===== config.mk =====
export PLATFORM = sky130hd
export DESIGN_NAME = distance_vector_route_engine_core_flat
export DESIGN_NICKNAME = d
export VERILOG_FILES = /design/src/hdl/dvre_pkg.sv /design/src/hdl/dvre_req_if.sv /design/src/hdl/dvre_res_if.sv /design/src/hdl/dvre_ctrl.sv /design/src/hdl/dvre_datapath.sv /design/src/hdl/distance_vector_route_engine_core.sv /design/src/flat_wrapper.sv
export VERILOG_INCLUDE_DIRS = /design/src /design/src/hdl
export SDC_FILE = /design/constraint.sdc
export NUM_CORES = 2
export LEC_CHECK = 0
export ABC_CLOCK_PERIOD_IN_PS = 6110
export BUFFER_PORTS_ARGS = -buffer_cell sky130_fd_sc_hd__buf_2
export CORE_ASPECT_RATIO = 1.5
export CORE_MARGIN = 2
export CORE_UTILIZATION = 40
export CTS_CLUSTER_DIAMETER = 40
export DETAILED_ROUTE_END_ITERATION = 8
export HOLD_SLACK_MARGIN = 0.1
export SLEW_MARGIN = 5
export SYNTH_ARGS = -nofsm -noshare
export SYNTH_HDL_FRONTEND = slang
export SYNTH_SLANG_ARGS = --single-unit

===== constraint.sdc =====
create_clock -name clk -period 6.11 [get_ports clk]
set_input_delay 0 -clock clk [delete_from_list [all_inputs] [get_ports clk]]
set_output_delay 0 -clock clk [all_outputs]
set_load 0.03 [all_outputs]

===== src/hdl/distance_vector_route_engine_core_assert.svh =====
`ifndef DISTANCE_VECTOR_ROUTE_ENGINE_CORE_ASSERT_SVH
`define DISTANCE_VECTOR_ROUTE_ENGINE_CORE_ASSERT_SVH

// Same-cycle implication, sampled on clk, off while rst_n is low.
`define DVRE_CHECK_NOW(lbl, ante, cons) \
  lbl: assert property (@(posedge clk) disable iff (!rst_n) (ante) |-> (cons)) \
    else $error("dvre check failed");

// Next-cycle implication, sampled on clk, off while rst_n is low.
`define DVRE_CHECK_NEXT(lbl, ante, cons) \
  lbl: assert property (@(posedge clk) disable iff (!rst_n) (ante) |=> (cons)) \
    else $error("dvre check failed");

`endif


===== src/hdl/dvre_pkg.sv =====
package dvre_pkg;

  localparam int ID_W        = 4;
  localparam int FIELD_W     = 16;
  localparam int MAX_RESULTS = 54;
  localparam int NRW         = $clog2(MAX_RESULTS + 1);

  localparam logic [1:0] REQ_UP     = 2'd0;
  localparam logic [1:0] REQ_ADVERT = 2'd1;
  localparam logic [1:0] REQ_LOOKUP = 2'd2;
  localparam logic [1:0] REQ_UNUSED = 2'd3;

  localparam logic [1:0] KIND_ADVERT  = 2'd0;
  localparam logic [1:0] KIND_FORWARD = 2'd1;
  localparam logic [1:0] KIND_NOROUTE = 2'd2;
  localparam logic [1:0] KIND_ERROR   = 2'd3;

  typedef enum logic [2:0] {
    EM_NONE,
    EM_ERR,
    EM_UP_NEW,
    EM_UP_OLD,
    EM_ROUTE,
    EM_FLOOD,
    EM_FWD_TGT,
    EM_LK_RESULT
  } emit_t;

  typedef enum logic {
    RD_ADV,
    RD_LK
  } rd_sel_t;

  typedef struct packed {
    logic    load;
    logic    up_commit;
    logic    adv_commit;
    logic    i_clr;
    logic    i_inc;
    logic    d_clr;
    logic    scan;
    logic    rd_en;
    rd_sel_t rd_sel;
    logic    lk_cmp;
    emit_t   emit;
    logic    finish;
  } dvre_cmd_t;

  typedef struct packed {
    logic [1:0] req_type;
    logic       peer_hit;
    logic       tgt_hit;
    logic       tgt_ok;
    logic       full;
    logic       lonely;
    logic       adv_reject;
    logic       up_i_last;
    logic       nb_i_last;
    logic       scan_done;
    logic       out_free;
  } dvre_stat_t;

endpackage


===== src/hdl/dvre_req_if.sv =====
interface dvre_req_if import dvre_pkg::*; ();
  logic               valid;
  logic               ready;
  logic [1:0]         req_type;
  logic [ID_W-1:0]    peer_node;
  logic [ID_W-1:0]    target_node;
  logic [FIELD_W-1:0] cost_in;
  logic [FIELD_W-1:0] time_in;

  modport source (output valid, req_type, peer_node, target_node, cost_in, time_in,
                  input ready);
  modport sink (input valid, req_type, peer_node, target_node, cost_in, time_in,
                output ready);
endinterface


===== src/hdl/dvre_res_if.sv =====
interface dvre_res_if import dvre_pkg::*; ();
  logic               valid;
  logic               ready;
  logic [1:0]         out_kind;
  logic [ID_W-1:0]    to_node;
  logic [ID_W-1:0]    about_node;
  logic [FIELD_W-1:0] cost_out;
  logic               last;

  modport source (output valid, out_kind, to_node, about_node, cost_out, last,
                  input ready);
  modport sink (input valid, out_kind, to_node, about_node, cost_out, last,
                output ready);
endinterface


===== src/hdl/dvre_ctrl.sv =====
`include "distance_vector_route_engine_core_assert.svh"

module dvre_ctrl import dvre_pkg::*; (
  input  logic       clk,
  input  logic       rst_n,
  input  logic       in_valid,
  output logic       in_ready,
  input  dvre_stat_t st,
  output dvre_cmd_t  cmd
);

  typedef enum logic [3:0] {
    S_IDLE,
    S_DISP,
    S_UP_A,
    S_UP_B,
    S_UP_SCAN,
    S_ADV_CHK,
    S_ADV_FL,
    S_LK_RD,
    S_LK_CMP,
    S_LK_END,
    S_FIN
  } state_t;

  state_t state_r, state_nxt;

  always_ff @(posedge clk) begin
    if (!rst_n) begin
      state_r <= S_IDLE;
    end else begin
      state_r <= state_nxt;
    end
  end

  always_comb begin
    cmd       = '0;
    state_nxt = state_r;
    in_ready  = (state_r == S_IDLE);
    unique case (state_r)
      S_IDLE: begin
        if (in_valid) begin
          cmd.load  = 1'b1;
          state_nxt = S_DISP;
        end
      end
      S_DISP: begin
        if (st.out_free) begin
          unique case (st.req_type)
            REQ_UP: begin
              if (st.peer_hit || st.full) begin
                cmd.emit  = EM_ERR;
                state_nxt = S_FIN;
              end else begin
                cmd.up_commit = 1'b1;
                cmd.i_clr     = 1'b1;
                state_nxt     = st.lonely ? S_FIN : S_UP_A;
              end
            end
            REQ_ADVERT: begin
              if (!st.peer_hit) begin
                cmd.emit  = EM_ERR;
                state_nxt = S_FIN;
              end else if (!st.tgt_ok) begin
                state_nxt = S_FIN;
              end else begin
                cmd.rd_en  = 1'b1;
                cmd.rd_sel = RD_ADV;
                state_nxt  = S_ADV_CHK;
              end
            end
            REQ_LOOKUP: begin
              if (st.tgt_hit) begin
                cmd.emit  = EM_FWD_TGT;
                state_nxt = S_FIN;
              end else if (!st.tgt_ok || st.lonely) begin
                cmd.emit  = EM_LK_RESULT;
                state_nxt = S_FIN;
              end else begin
                cmd.i_clr = 1'b1;
                state_nxt = S_LK_RD;
              end
            end
            default: begin
              cmd.emit  = EM_ERR;
              state_nxt = S_FIN;
            end
          endcase
        end
      end
      S_UP_A: begin
        if (st.out_free) begin
          cmd.emit  = EM_UP_NEW;
          state_nxt = S_UP_B;
        end
      end
      S_UP_B: begin
        if (st.out_free) begin
          cmd.emit  = EM_UP_OLD;
          cmd.d_clr = 1'b1;
          state_nxt = S_UP_SCAN;
        end
      end
      S_UP_SCAN: begin
        if (st.out_free) begin
          cmd.scan = 1'b1;
          cmd.emit = EM_ROUTE;
          if (st.scan_done) begin
            cmd.i_inc = 1'b1;
            state_nxt = st.up_i_last ? S_FIN : S_UP_A;
          end
        end
      end
      S_ADV_CHK: begin
        if (st.out_free) begin
          if (st.adv_reject) begin
            state_nxt = S_FIN;
          end else begin
            cmd.adv_commit = 1'b1;
            cmd.i_clr      = 1'b1;
            state_nxt      = S_ADV_FL;
          end
        end
      end
      S_ADV_FL: begin
        if (st.out_free) begin
          cmd.emit  = EM_FLOOD;
          cmd.i_inc = 1'b1;
          if (st.nb_i_last) state_nxt = S_FIN;
        end
      end
      S_LK_RD: begin
        if (st.out_free) begin
          cmd.rd_en  = 1'b1;
          cmd.rd_sel = RD_LK;
          state_nxt  = S_LK_CMP;
        end
      end
      S_LK_CMP: begin
        if (st.out_free) begin
          cmd.lk_cmp = 1'b1;
          cmd.i_inc  = 1'b1;
          state_nxt  = st.nb_i_last ? S_LK_END : S_LK_RD;
        end
      end
      S_LK_END: begin
        if (st.out_free) begin
          cmd.emit  = EM_LK_RESULT;
          state_nxt = S_FIN;
        end
      end
      S_FIN: begin
        if (st.out_free) begin
          cmd.finish = 1'b1;
          state_nxt  = S_IDLE;
        end
      end
      default: state_nxt = S_IDLE;
    endcase
  end

  `DVRE_CHECK_NOW(a_idle_no_emit, state_r == S_IDLE, cmd.emit == EM_NONE && !cmd.finish)
  `DVRE_CHECK_NOW(a_stall_holds, state_r != S_IDLE && !st.out_free, cmd == '0)
  `DVRE_CHECK_NEXT(a_finish_idle, cmd.finish, state_r == S_IDLE)

endmodule


===== src/hdl/dvre_datapath.sv =====
`include "distance_vector_route_engine_core_assert.svh"

module dvre_datapath import dvre_pkg::*; #(
  parameter int NODE_COUNT    = 16,
  parameter int MAX_NEIGHBORS = 4,
  parameter int COST_BITS     = 16
) (
  input  logic               clk,
  input  logic               rst_n,
  input  dvre_cmd_t          cmd,
  output dvre_stat_t         st,
  input  logic [1:0]         in_req_type,
  input  logic [ID_W-1:0]    in_peer_node,
  input  logic [ID_W-1:0]    in_target_node,
  input  logic [FIELD_W-1:0] in_cost_in,
  input  logic [FIELD_W-1:0] in_time_in,
  input  logic               cfg_we,
  input  logic [ID_W-1:0]    cfg_wdata,
  output logic               out_valid,
  input  logic               out_ready,
  output logic [1:0]         out_kind,
  output logic [ID_W-1:0]    out_to_node,
  output logic [ID_W-1:0]    out_about_node,
  output logic [FIELD_W-1:0] out_cost_out,
  output logic               out_last
);

  localparam int ENTRIES = MAX_NEIGHBORS * NODE_COUNT;
  localparam int AW      = $clog2(ENTRIES);
  localparam int CNTW    = $clog2(MAX_NEIGHBORS + 1);
  localparam int IXW     = (MAX_NEIGHBORS > 1) ? $clog2(MAX_NEIGHBORS) : 1;
  localparam int DCW     = $clog2(NODE_COUNT + 1);
  localparam int DW      = $clog2(NODE_COUNT);
  localparam int EW      = COST_BITS + FIELD_W;
  localparam logic [COST_BITS-1:0] CMAX = '1;

  function automatic logic [COST_BITS-1:0] sat_in(input logic [FIELD_W-1:0] x);
    logic [EW-1:0] e;
    e = EW'(x);
    sat_in = (e > EW'(CMAX)) ? CMAX : e[COST_BITS-1:0];
  endfunction

  function automatic logic [COST_BITS-1:0] sat_add(input logic [COST_BITS-1:0] a,
                                                   input logic [COST_BITS-1:0] b);
    logic [COST_BITS:0] s;
    s = {1'b0, a} + {1'b0, b};
    sat_add = s[COST_BITS] ? CMAX : s[COST_BITS-1:0];
  endfunction

  function automatic logic [FIELD_W-1:0] to_field(input logic [COST_BITS-1:0] c);
    logic [EW-1:0] e;
    e = EW'(c);
    to_field = e[FIELD_W-1:0];
  endfunction

  function automatic logic [AW-1:0] idx(input int row, input int col);
    idx = AW'(row * NODE_COUNT + col);
  endfunction

  // latched request
  logic [1:0]           req_r;
  logic [ID_W-1:0]      peer_r, tgt_r, own_r;
  logic [COST_BITS-1:0] cost_sat_r, time_sat_r;

  // neighbor table and routes
  logic [CNTW-1:0]      count_r;
  logic [ID_W-1:0]      id_r   [MAX_NEIGHBORS];
  logic [COST_BITS-1:0] time_r [MAX_NEIGHBORS];
  logic [ENTRIES-1:0]   known_r;
  logic [COST_BITS-1:0] cost_mem [ENTRIES];
  logic [COST_BITS-1:0] rd_data_r;

  // walk state
  logic [CNTW-1:0]      i_r;
  logic [DCW-1:0]       d_r;
  logic                 s1_v_r;
  logic [DW-1:0]        s1_d_r;
  logic                 found_r;
  logic [COST_BITS:0]   best_r;
  logic [ID_W-1:0]      best_id_r;

  // result staging: pend holds one result until the next one shows whether it is final
  logic [NRW-1:0]       n_r;
  logic                 pend_v_r;
  logic [1:0]           pend_kind_r;
  logic [ID_W-1:0]      pend_to_r, pend_about_r;
  logic [COST_BITS-1:0] pend_cost_r;
  logic                 out_valid_r, out_last_r;
  logic [1:0]           out_kind_r;
  logic [ID_W-1:0]      out_to_r, out_about_r;
  logic [FIELD_W-1:0]   out_cost_r;

  logic [MAX_NEIGHBORS-1:0] peer_hits, tgt_hits;
  logic [IXW-1:0]           p_enc, ix;
  logic                     out_free;
  logic                     rd_go;
  logic [AW-1:0]            rd_addr;
  logic [COST_BITS:0]       lk_sum;
  logic                     lk_known;

  logic                 em_v, em_take;
  logic [1:0]           em_kind;
  logic [ID_W-1:0]      em_to, em_about;
  logic [COST_BITS-1:0] em_cost;

  assign ix       = i_r[IXW-1:0];
  assign out_free = !out_valid_r || out_ready;

  always_comb begin
    p_enc = '0;
    for (int j = 0; j < MAX_NEIGHBORS; j++) begin
      peer_hits[j] = (CNTW'(j) < count_r) && (id_r[j] == peer_r);
      tgt_hits[j]  = (CNTW'(j) < count_r) && (id_r[j] == tgt_r);
    end
    for (int j = MAX_NEIGHBORS - 1; j >= 0; j--) begin
      if (peer_hits[j]) p_enc = IXW'(j);
    end
  end

  assign lk_known = known_r[idx(int'(ix), int'(tgt_r))];
  assign lk_sum   = {1'b0, time_r[ix]} + {1'b0, rd_data_r};

  always_comb begin
    st            = '0;
    st.req_type   = req_r;
    st.peer_hit   = |peer_hits;
    st.tgt_hit    = |tgt_hits;
    st.tgt_ok     = int'(tgt_r) < NODE_COUNT;
    st.full       = (count_r == CNTW'(MAX_NEIGHBORS));
    st.lonely     = (count_r == '0);
    st.adv_reject = known_r[idx(int'(p_enc), int'(tgt_r))] && (cost_sat_r > rd_data_r);
    st.up_i_last  = (i_r + CNTW'(2)) == count_r;
    st.nb_i_last  = (i_r + CNTW'(1)) == count_r;
    st.scan_done  = (d_r == DCW'(NODE_COUNT)) && !s1_v_r;
    st.out_free   = out_free;
  end

  // route cost memory, one read and one write port
  always_comb begin
    rd_go = cmd.rd_en || (cmd.scan && (d_r < DCW'(NODE_COUNT)));
    if (cmd.scan) begin
      rd_addr = idx(int'(ix), int'(d_r));
    end else begin
      unique case (cmd.rd_sel)
        RD_ADV:  rd_addr = idx(int'(p_enc), int'(tgt_r));
        RD_LK:   rd_addr = idx(int'(ix), int'(tgt_r));
        default: rd_addr = '0;
      endcase
    end
  end

  always_ff @(posedge clk) begin
    if (rd_go) rd_data_r <= cost_mem[rd_addr];
    if (cmd.adv_commit) cost_mem[idx(int'(p_enc), int'(tgt_r))] <= cost_sat_r;
  end

  // result of this step
  always_comb begin
    em_v     = 1'b0;
    em_kind  = KIND_ADVERT;
    em_to    = '0;
    em_about = '0;
    em_cost  = '0;
    unique case (cmd.emit)
      EM_ERR: begin
        em_v    = 1'b1;
        em_kind = KIND_ERROR;
      end
      EM_UP_NEW: begin
        em_v     = 1'b1;
        em_to    = id_r[ix];
        em_about = peer_r;
        em_cost  = time_sat_r;
      end
      EM_UP_OLD: begin
        em_v     = 1'b1;
        em_to    = peer_r;
        em_about = id_r[ix];
        em_cost  = time_r[ix];
      end
      EM_ROUTE: begin
        // skip the new neighbor itself and this node
        em_v     = s1_v_r && known_r[idx(int'(ix), int'(s1_d_r))]
                   && (int'(s1_d_r) != int'(peer_r)) && (int'(s1_d_r) != int'(own_r));
        em_to    = peer_r;
        em_about = ID_W'(s1_d_r);
        em_cost  = sat_add(time_r[ix], rd_data_r);
      end
      EM_FLOOD: begin
        em_v     = (id_r[ix] != peer_r) && (id_r[ix] != tgt_r);
        em_to    = id_r[ix];
        em_about = tgt_r;
        em_cost  = sat_add(cost_sat_r, time_sat_r);
      end
      EM_FWD_TGT: begin
        em_v     = 1'b1;
        em_kind  = KIND_FORWARD;
        em_to    = tgt_r;
        em_about = tgt_r;
      end
      EM_LK_RESULT: begin
        em_v     = 1'b1;
        em_kind  = found_r ? KIND_FORWARD : KIND_NOROUTE;
        em_to    = found_r ? best_id_r : '0;
        em_about = tgt_r;
      end
      default: em_v = 1'b0;
    endcase
  end

  assign em_take = em_v && (n_r < NRW'(MAX_RESULTS));

  always_ff @(posedge clk) begin
    if (!rst_n) begin
      own_r       <= '0;
      count_r     <= '0;
      known_r     <= '0;
      i_r         <= '0;
      d_r         <= '0;
      s1_v_r      <= 1'b0;
      found_r     <= 1'b0;
      n_r         <= '0;
      pend_v_r    <= 1'b0;
      out_valid_r <= 1'b0;
    end else begin
      if (cfg_we) own_r <= cfg_wdata;

      if (cmd.load) begin
        req_r      <= in_req_type;
        peer_r     <= in_peer_node;
        tgt_r      <= in_target_node;
        cost_sat_r <= sat_in(in_cost_in);
        time_sat_r <= sat_in(in_time_in);
        found_r    <= 1'b0;
        n_r        <= '0;
      end

      if (cmd.up_commit) begin
        id_r[count_r[IXW-1:0]]   <= peer_r;
        time_r[count_r[IXW-1:0]] <= time_sat_r;
        count_r                  <= count_r + CNTW'(1);
        for (int j = 0; j < NODE_COUNT; j++) begin
          known_r[idx(int'(count_r), j)] <= 1'b0;
        end
      end
      if (cmd.adv_commit) known_r[idx(int'(p_enc), int'(tgt_r))] <= 1'b1;

      if (cmd.i_clr) begin
        i_r <= '0;
      end else if (cmd.i_inc) begin
        i_r <= i_r + CNTW'(1);
      end

      if (cmd.d_clr) begin
        d_r    <= '0;
        s1_v_r <= 1'b0;
      end else if (cmd.scan) begin
        if (d_r < DCW'(NODE_COUNT)) begin
          s1_v_r <= 1'b1;
          s1_d_r <= d_r[DW-1:0];
          d_r    <= d_r + DCW'(1);
        end else begin
          s1_v_r <= 1'b0;
        end
      end

      if (cmd.lk_cmp && lk_known && (!found_r || lk_sum < best_r)) begin
        found_r   <= 1'b1;
        best_r    <= lk_sum;
        best_id_r <= id_r[ix];
      end

      // push the held result out once its successor or the end is known
      if (cmd.finish && pend_v_r) begin
        out_kind_r  <= pend_kind_r;
        out_to_r    <= pend_to_r;
        out_about_r <= pend_about_r;
        out_cost_r  <= to_field(pend_cost_r);
        out_last_r  <= 1'b1;
      end else if (em_take && pend_v_r) begin
        out_kind_r  <= pend_kind_r;
        out_to_r    <= pend_to_r;
        out_about_r <= pend_about_r;
        out_cost_r  <= to_field(pend_cost_r);
        out_last_r  <= 1'b0;
      end
      if ((cmd.finish || em_take) && pend_v_r) begin
        out_valid_r <= 1'b1;
      end else if (out_ready) begin
        out_valid_r <= 1'b0;
      end

      if (cmd.finish) begin
        pend_v_r <= 1'b0;
      end else if (em_take) begin
        pend_v_r     <= 1'b1;
        pend_kind_r  <= em_kind;
        pend_to_r    <= em_to;
        pend_about_r <= em_about;
        pend_cost_r  <= em_cost;
        n_r          <= n_r + NRW'(1);
      end
    end
  end

  assign out_valid      = out_valid_r;
  assign out_kind       = out_kind_r;
  assign out_to_node    = out_to_r;
  assign out_about_node = out_about_r;
  assign out_cost_out   = out_cost_r;
  assign out_last       = out_last_r;

  `DVRE_CHECK_NEXT(a_up_count, cmd.up_commit, count_r == $past(count_r) + 1'b1)
  `DVRE_CHECK_NEXT(a_finish_flush, cmd.finish, !pend_v_r)
  `DVRE_CHECK_NEXT(a_finish_last, cmd.finish && pend_v_r, out_valid_r && out_last_r)

endmodule


===== src/hdl/distance_vector_route_engine_core.sv =====
// Channel  | Dir | Handshake          | Payload
// in_ch    | in  | valid/ready        | req_type, peer_node, target_node, cost_in, time_in
// out_ch   | out | valid/ready        | out_kind, to_node, about_node, cost_out, last
// cfg_*    | in  | cfg_we, no ready   | cfg_wdata = own_node
//
// One item at a time; in_ch.ready is high only between items.
// Up with b earlier neighbors: b walks of NODE_COUNT routes, one route per cycle while out_ch
//   is not stalled, from the single read port of the route cost memory.
// Advert floods each other neighbor in turn; lookup reads and compares each neighbor's route.
// Reset (rst_n low, synchronous) empties the neighbor table and all route valid bits.
// A stalled out_ch holds the whole walk; the output register keeps the last result.
module distance_vector_route_engine_core import dvre_pkg::*; #(
  parameter int NODE_COUNT    = 16,
  parameter int MAX_NEIGHBORS = 4,
  parameter int COST_BITS     = 16
) (
  input  logic            clk,
  input  logic            rst_n,
  dvre_req_if.sink        in_ch,
  dvre_res_if.source      out_ch,
  input  logic            cfg_we,
  input  logic [ID_W-1:0] cfg_wdata
);

  dvre_cmd_t  cmd;
  dvre_stat_t st;

  dvre_ctrl u_ctrl (
    .clk      (clk),
    .rst_n    (rst_n),
    .in_valid (in_ch.valid),
    .in_ready (in_ch.ready),
    .st       (st),
    .cmd      (cmd)
  );

  dvre_datapath #(
    .NODE_COUNT    (NODE_COUNT),
    .MAX_NEIGHBORS (MAX_NEIGHBORS),
    .COST_BITS     (COST_BITS)
  ) u_dp (
    .clk            (clk),
    .rst_n          (rst_n),
    .cmd            (cmd),
    .st             (st),
    .in_req_type    (in_ch.req_type),
    .in_peer_node   (in_ch.peer_node),
    .in_target_node (in_ch.target_node),
    .in_cost_in     (in_ch.cost_in),
    .in_time_in     (in_ch.time_in),
    .cfg_we         (cfg_we),
    .cfg_wdata      (cfg_wdata),
    .out_valid      (out_ch.valid),
    .out_ready      (out_ch.ready),
    .out_kind       (out_ch.out_kind),
    .out_to_node    (out_ch.to_node),
    .out_about_node (out_ch.about_node),
    .out_cost_out   (out_ch.cost_out),
    .out_last       (out_ch.last)
  );

endmodule

===== src/flat_wrapper.sv =====
// flat-port wrapper written by rule: the top's interface ports become plain ports
module distance_vector_route_engine_core_flat import dvre_pkg::*;
#(
  parameter int NODE_COUNT    = 16,
  parameter int MAX_NEIGHBORS = 4,
  parameter int COST_BITS     = 16
)
  (clk, rst_n, cfg_we, cfg_wdata, in_ch_valid, in_ch_req_type, in_ch_peer_node, in_ch_target_node, in_ch_cost_in, in_ch_time_in, in_ch_ready, out_ch_valid, out_ch_out_kind, out_ch_to_node, out_ch_about_node, out_ch_cost_out, out_ch_last, out_ch_ready);
  dvre_req_if in_ch_i ();
  dvre_res_if out_ch_i ();
  input  logic clk;
  input  logic rst_n;
  input  logic cfg_we;
  input  logic [ID_W-1:0] cfg_wdata;
  input wire logic [$bits(in_ch_i.valid)-1:0] in_ch_valid;
  input wire logic [$bits(in_ch_i.req_type)-1:0] in_ch_req_type;
  input wire logic [$bits(in_ch_i.peer_node)-1:0] in_ch_peer_node;
  input wire logic [$bits(in_ch_i.target_node)-1:0] in_ch_target_node;
  input wire logic [$bits(in_ch_i.cost_in)-1:0] in_ch_cost_in;
  input wire logic [$bits(in_ch_i.time_in)-1:0] in_ch_time_in;
  output wire logic [$bits(in_ch_i.ready)-1:0] in_ch_ready;
  output wire logic [$bits(out_ch_i.valid)-1:0] out_ch_valid;
  output wire logic [$bits(out_ch_i.out_kind)-1:0] out_ch_out_kind;
  output wire logic [$bits(out_ch_i.to_node)-1:0] out_ch_to_node;
  output wire logic [$bits(out_ch_i.about_node)-1:0] out_ch_about_node;
  output wire logic [$bits(out_ch_i.cost_out)-1:0] out_ch_cost_out;
  output wire logic [$bits(out_ch_i.last)-1:0] out_ch_last;
  input wire logic [$bits(out_ch_i.ready)-1:0] out_ch_ready;
  assign in_ch_i.valid = in_ch_valid;
  assign in_ch_i.req_type = in_ch_req_type;
  assign in_ch_i.peer_node = in_ch_peer_node;
  assign in_ch_i.target_node = in_ch_target_node;
  assign in_ch_i.cost_in = in_ch_cost_in;
  assign in_ch_i.time_in = in_ch_time_in;
  assign in_ch_ready = in_ch_i.ready;
  assign out_ch_valid = out_ch_i.valid;
  assign out_ch_out_kind = out_ch_i.out_kind;
  assign out_ch_to_node = out_ch_i.to_node;
  assign out_ch_about_node = out_ch_i.about_node;
  assign out_ch_cost_out = out_ch_i.cost_out;
  assign out_ch_last = out_ch_i.last;
  assign out_ch_i.ready = out_ch_ready;
  distance_vector_route_engine_core #(.NODE_COUNT(NODE_COUNT), .MAX_NEIGHBORS(MAX_NEIGHBORS), .COST_BITS(COST_BITS)) u_core (.clk(clk), .rst_n(rst_n), .in_ch(in_ch_i), .out_ch(out_ch_i), .cfg_we(cfg_we), .cfg_wdata(cfg_wdata));
endmodule

==> flow_summary.yaml <==
status:
  run_status: "complete, no violations"
worst_hold_path:
  min_path_cells: 4
  min_path_type: "in2reg"
logic_synthesis:
  syn_nets: 3300
  async_flop_share_pct: 0
  syn_inst: 3174
  synth_common_cells: "1240 x edfxtp_1, 300 x mux4_2, 244 x nand2_1"
  synth.top_cell.area_share_pct: 67.0
  syn_area_um2: 55600
  synth_area_leader_cell: "edfxtp_1"
  ys.flop_type: "edfxtp_1"
  synth_seq_cells: 1335
  yosysSeqAreaShare_pct: 70.4
  synth_area_leaders: "edfxtp_1 67%, mux4_2 12%, dfxtp_1 3.4%"
  avgSynthCellArea_um2: 17.5
  yosysMostFrequentCell: "edfxtp_1"
  synth_edf_count: 1240
  synth_warnings: 0
  synth_cell_types: 80
cts:
  cts_setup_buffers: 0
  clockRootBuffer: "clkbuf_16"
  clockBufferDepth: 3
  clk_latency_ps: 750
  htreeDepth: 4
  cts_buffers: 130
  cts_tree: "yes"
  clock-sinks: 1335
  clk_pin_slew_ps: 60
sta:
  drv_slew: 0
  skew_ps: 22.3
  relSlewSlack_pct: 20.5
  setup_ws_ps: 873
  fin_crit_ps: 5240
  tightest_slew_ps: 1190
  hold_viol: 0
  finalSetupViolations: 0
  fin_setup_tns_ps: 0
  fmax_mhz: 191
  period_share_pct: 85.7
  rsz0062_at_grt: "false"
detailed_routing:
  drc: 0
  viasPerCell: 5.73
  ant_nets: 0
  drt_iter0_markers: 2558
  wl_per_cell_um: 27.0
  vias: 30600
  dr.pass1.iters: 7
  wirelength_um: 144000
placed_design:
  pre_cts_ws_ps: 872
  port_buffers: 79
  dp.cells: 4998
  gp_congestion: 0.900
  dp_hpwl_um: 91000
power_and_ir_drop:
  totalPowerFinal_mw: 24.9
  ir_worst_vdd_v: 0.000294
  p_leak_nw: 21.0
  p_per_area_nw_per_um2: 387
floorplan:
  ioPinCount: 80
  start_util_pct: 40.3
  num_rows: 167
  dieHeight_um: 460
  die_x_um: 308
  core_area_um2: 138000
  dieArea_um2: 142000
setup_path:
  crit_top_cell: "o21ai_0"
  crit_chain: "mux4_2 -> ha_1 -> inv_1 -> fa_1 -> nor2b_1 -> o21ai_0 -> a21boi_0 -> o22ai_1 -> o21ai_0 -> buf_4 -> a21o_1 -> a21oi_1 -> xor2_1 -> inv_1 -> ha_1 -> nand3_1 -> o22ai_1 -> o21ai_0 -> nand2_1 -> a21oi_1 -> o21a_1 -> buf_12"
  cp-end-kind: "flip-flop"
  cp.arrival_ps: 5700
  critPathKind: "reg2reg"
  slowest_delay_ps: 670
  rr_worst_depth: 22
  required_ps: 6570
  slowest_stage: "dfxtp_1"
  cp-start-kind: "flip-flop"
  crit_fanout: 14
cells_and_area:
  syn2layout_area_growth_pct: 15.7
  layout-drive-gt1-share_pct: 22.6
  final_cells: 5334
  nNetsFinal: 3585
global_routing:
  grt_max_degree: 87
  antenna_found_initial: 3
  grt_pass1_wl_um: 211000
  grt_usage_pct: 20.4
  grt-ovfl-total: 0
  grt_pass1_vias: 31500
run:
  maxCapViolCount: 0
==> routing by layer <==
metal	global-route usage, %	up-vias	routed length, um
met3	2.78	262	6260
met2	37.0	937	77000
met5	0	-	0
met1	23.9	16000	54100
met4	8.98	0	6520
li1	-	13400	-
==> flip-flops by register name, summed over array words and instances (netlist names), 5 cells and up, named ones only <==
name                      flops
u_core.u_dp.out_cost_out     16
u_core.u_dp.cost_mem       1024
u_core.u_dp.time_r           64
u_core.u_dp.rd_data_r        16
u_core.u_dp.pend_cost_r      16
u_core.u_dp.cost_sat_r       16
u_core.u_dp.best_r           17
u_core.u_dp.time_sat_r       16
u_core.u_dp.id_r             16
u_core.u_dp.n_r               6
u_core.u_dp.known_r          64
u_core.u_dp.d_r               5
==> cell type report <==
class	count	area (um2)
Inverter	70	263
Clock buffer	163	3600
Antenna cell	2	5.00
Sequential cell	1335	39100
Timing Repair Buffer	340	2810
Fill cell	11600	73600
Tap cell	1774	2220
Multi-Input combinational cell	1582	15600
Clock inverter	68	667
==> what timing repair did <==
action | CTS | global route
resized for setup | 0 | 0
hold buffers | 103 | 0
endpoints found under the hold margin | 124 | 0
==> logic make-up after synthesis <==
kind of cell / Yosys count / share of synthesized area [%]
muxes: 329 / 12.7
and+or+nand+nor: 620 / 5.43
buffers and inverters: 257 / 2.18
AOI/OAI and AO/OA: 476 / 6.23
xor gates and xnor gates: 82 / 1.29
adders and majority gates: 75 / 1.72
DFF: 1335 / 70.4
==> report_power, final <==
| group | internal, mW | leakage (nW) | switching, mW |
|---|---|---|---|
| combinational | 2.29 | 6.96 | 3.62 |
| clock | 4.60 | 2.07 | 3.47 |
| sequential | 10.6 | 11.9 | 0.255 |
==> stage by stage <==
step / instance area (um2) / utilization, % / hold WS (ps)
floorplan: 55600 / - / 98.9
global placement: 59000 / 42.8 / 177
detailed placement: 59000 / 42.8 / 179
CTS: 64300 / 46.6 / 131
global route: 64300 / 46.6 / 178
finish: 64300 / 46.6 / 186
==> critical path: cells and delay by family (launching register included) <==
family | cells | cell delay (ps)
xor+xnor | 1 | 200
buf+inv | 4 | 530
simple gates | 3 | 320
flops | 1 | 670
mux | 1 | 320
compound gates | 10 | 2020
fa+ha+maj | 3 | 880
==> worst paths after layout <==
kind,start,to,slack (ps)
setup reg to reg,flip-flop,u_core.u_dp.best_r[11],870
setup / recovery,flip-flop,u_core.u_dp.best_r[11],870
hold / removal,rst_n,u_core.u_dp.pend_v_r,190
hold reg to reg,u_core.u_dp.pend_cost_r[12],u_core.u_dp.out_cost_out[12],420
==> placed cells by master, fill, tap and decap left out, types with 71 or more instances in the layout <==
cell,Yosys,routed
a211oi_1,72,71
buf_2,48,79
buf_4,28,142
clkbuf_16,0,138
dfxtp_1,95,95
dlygate4sd3_1,0,103
edfxtp_1,1240,1240
ha_1,73,73
mux4_2,300,300
nand2_1,244,244
nor2_1,102,101
No activity file was read; power rests on OpenSTA's default activity.
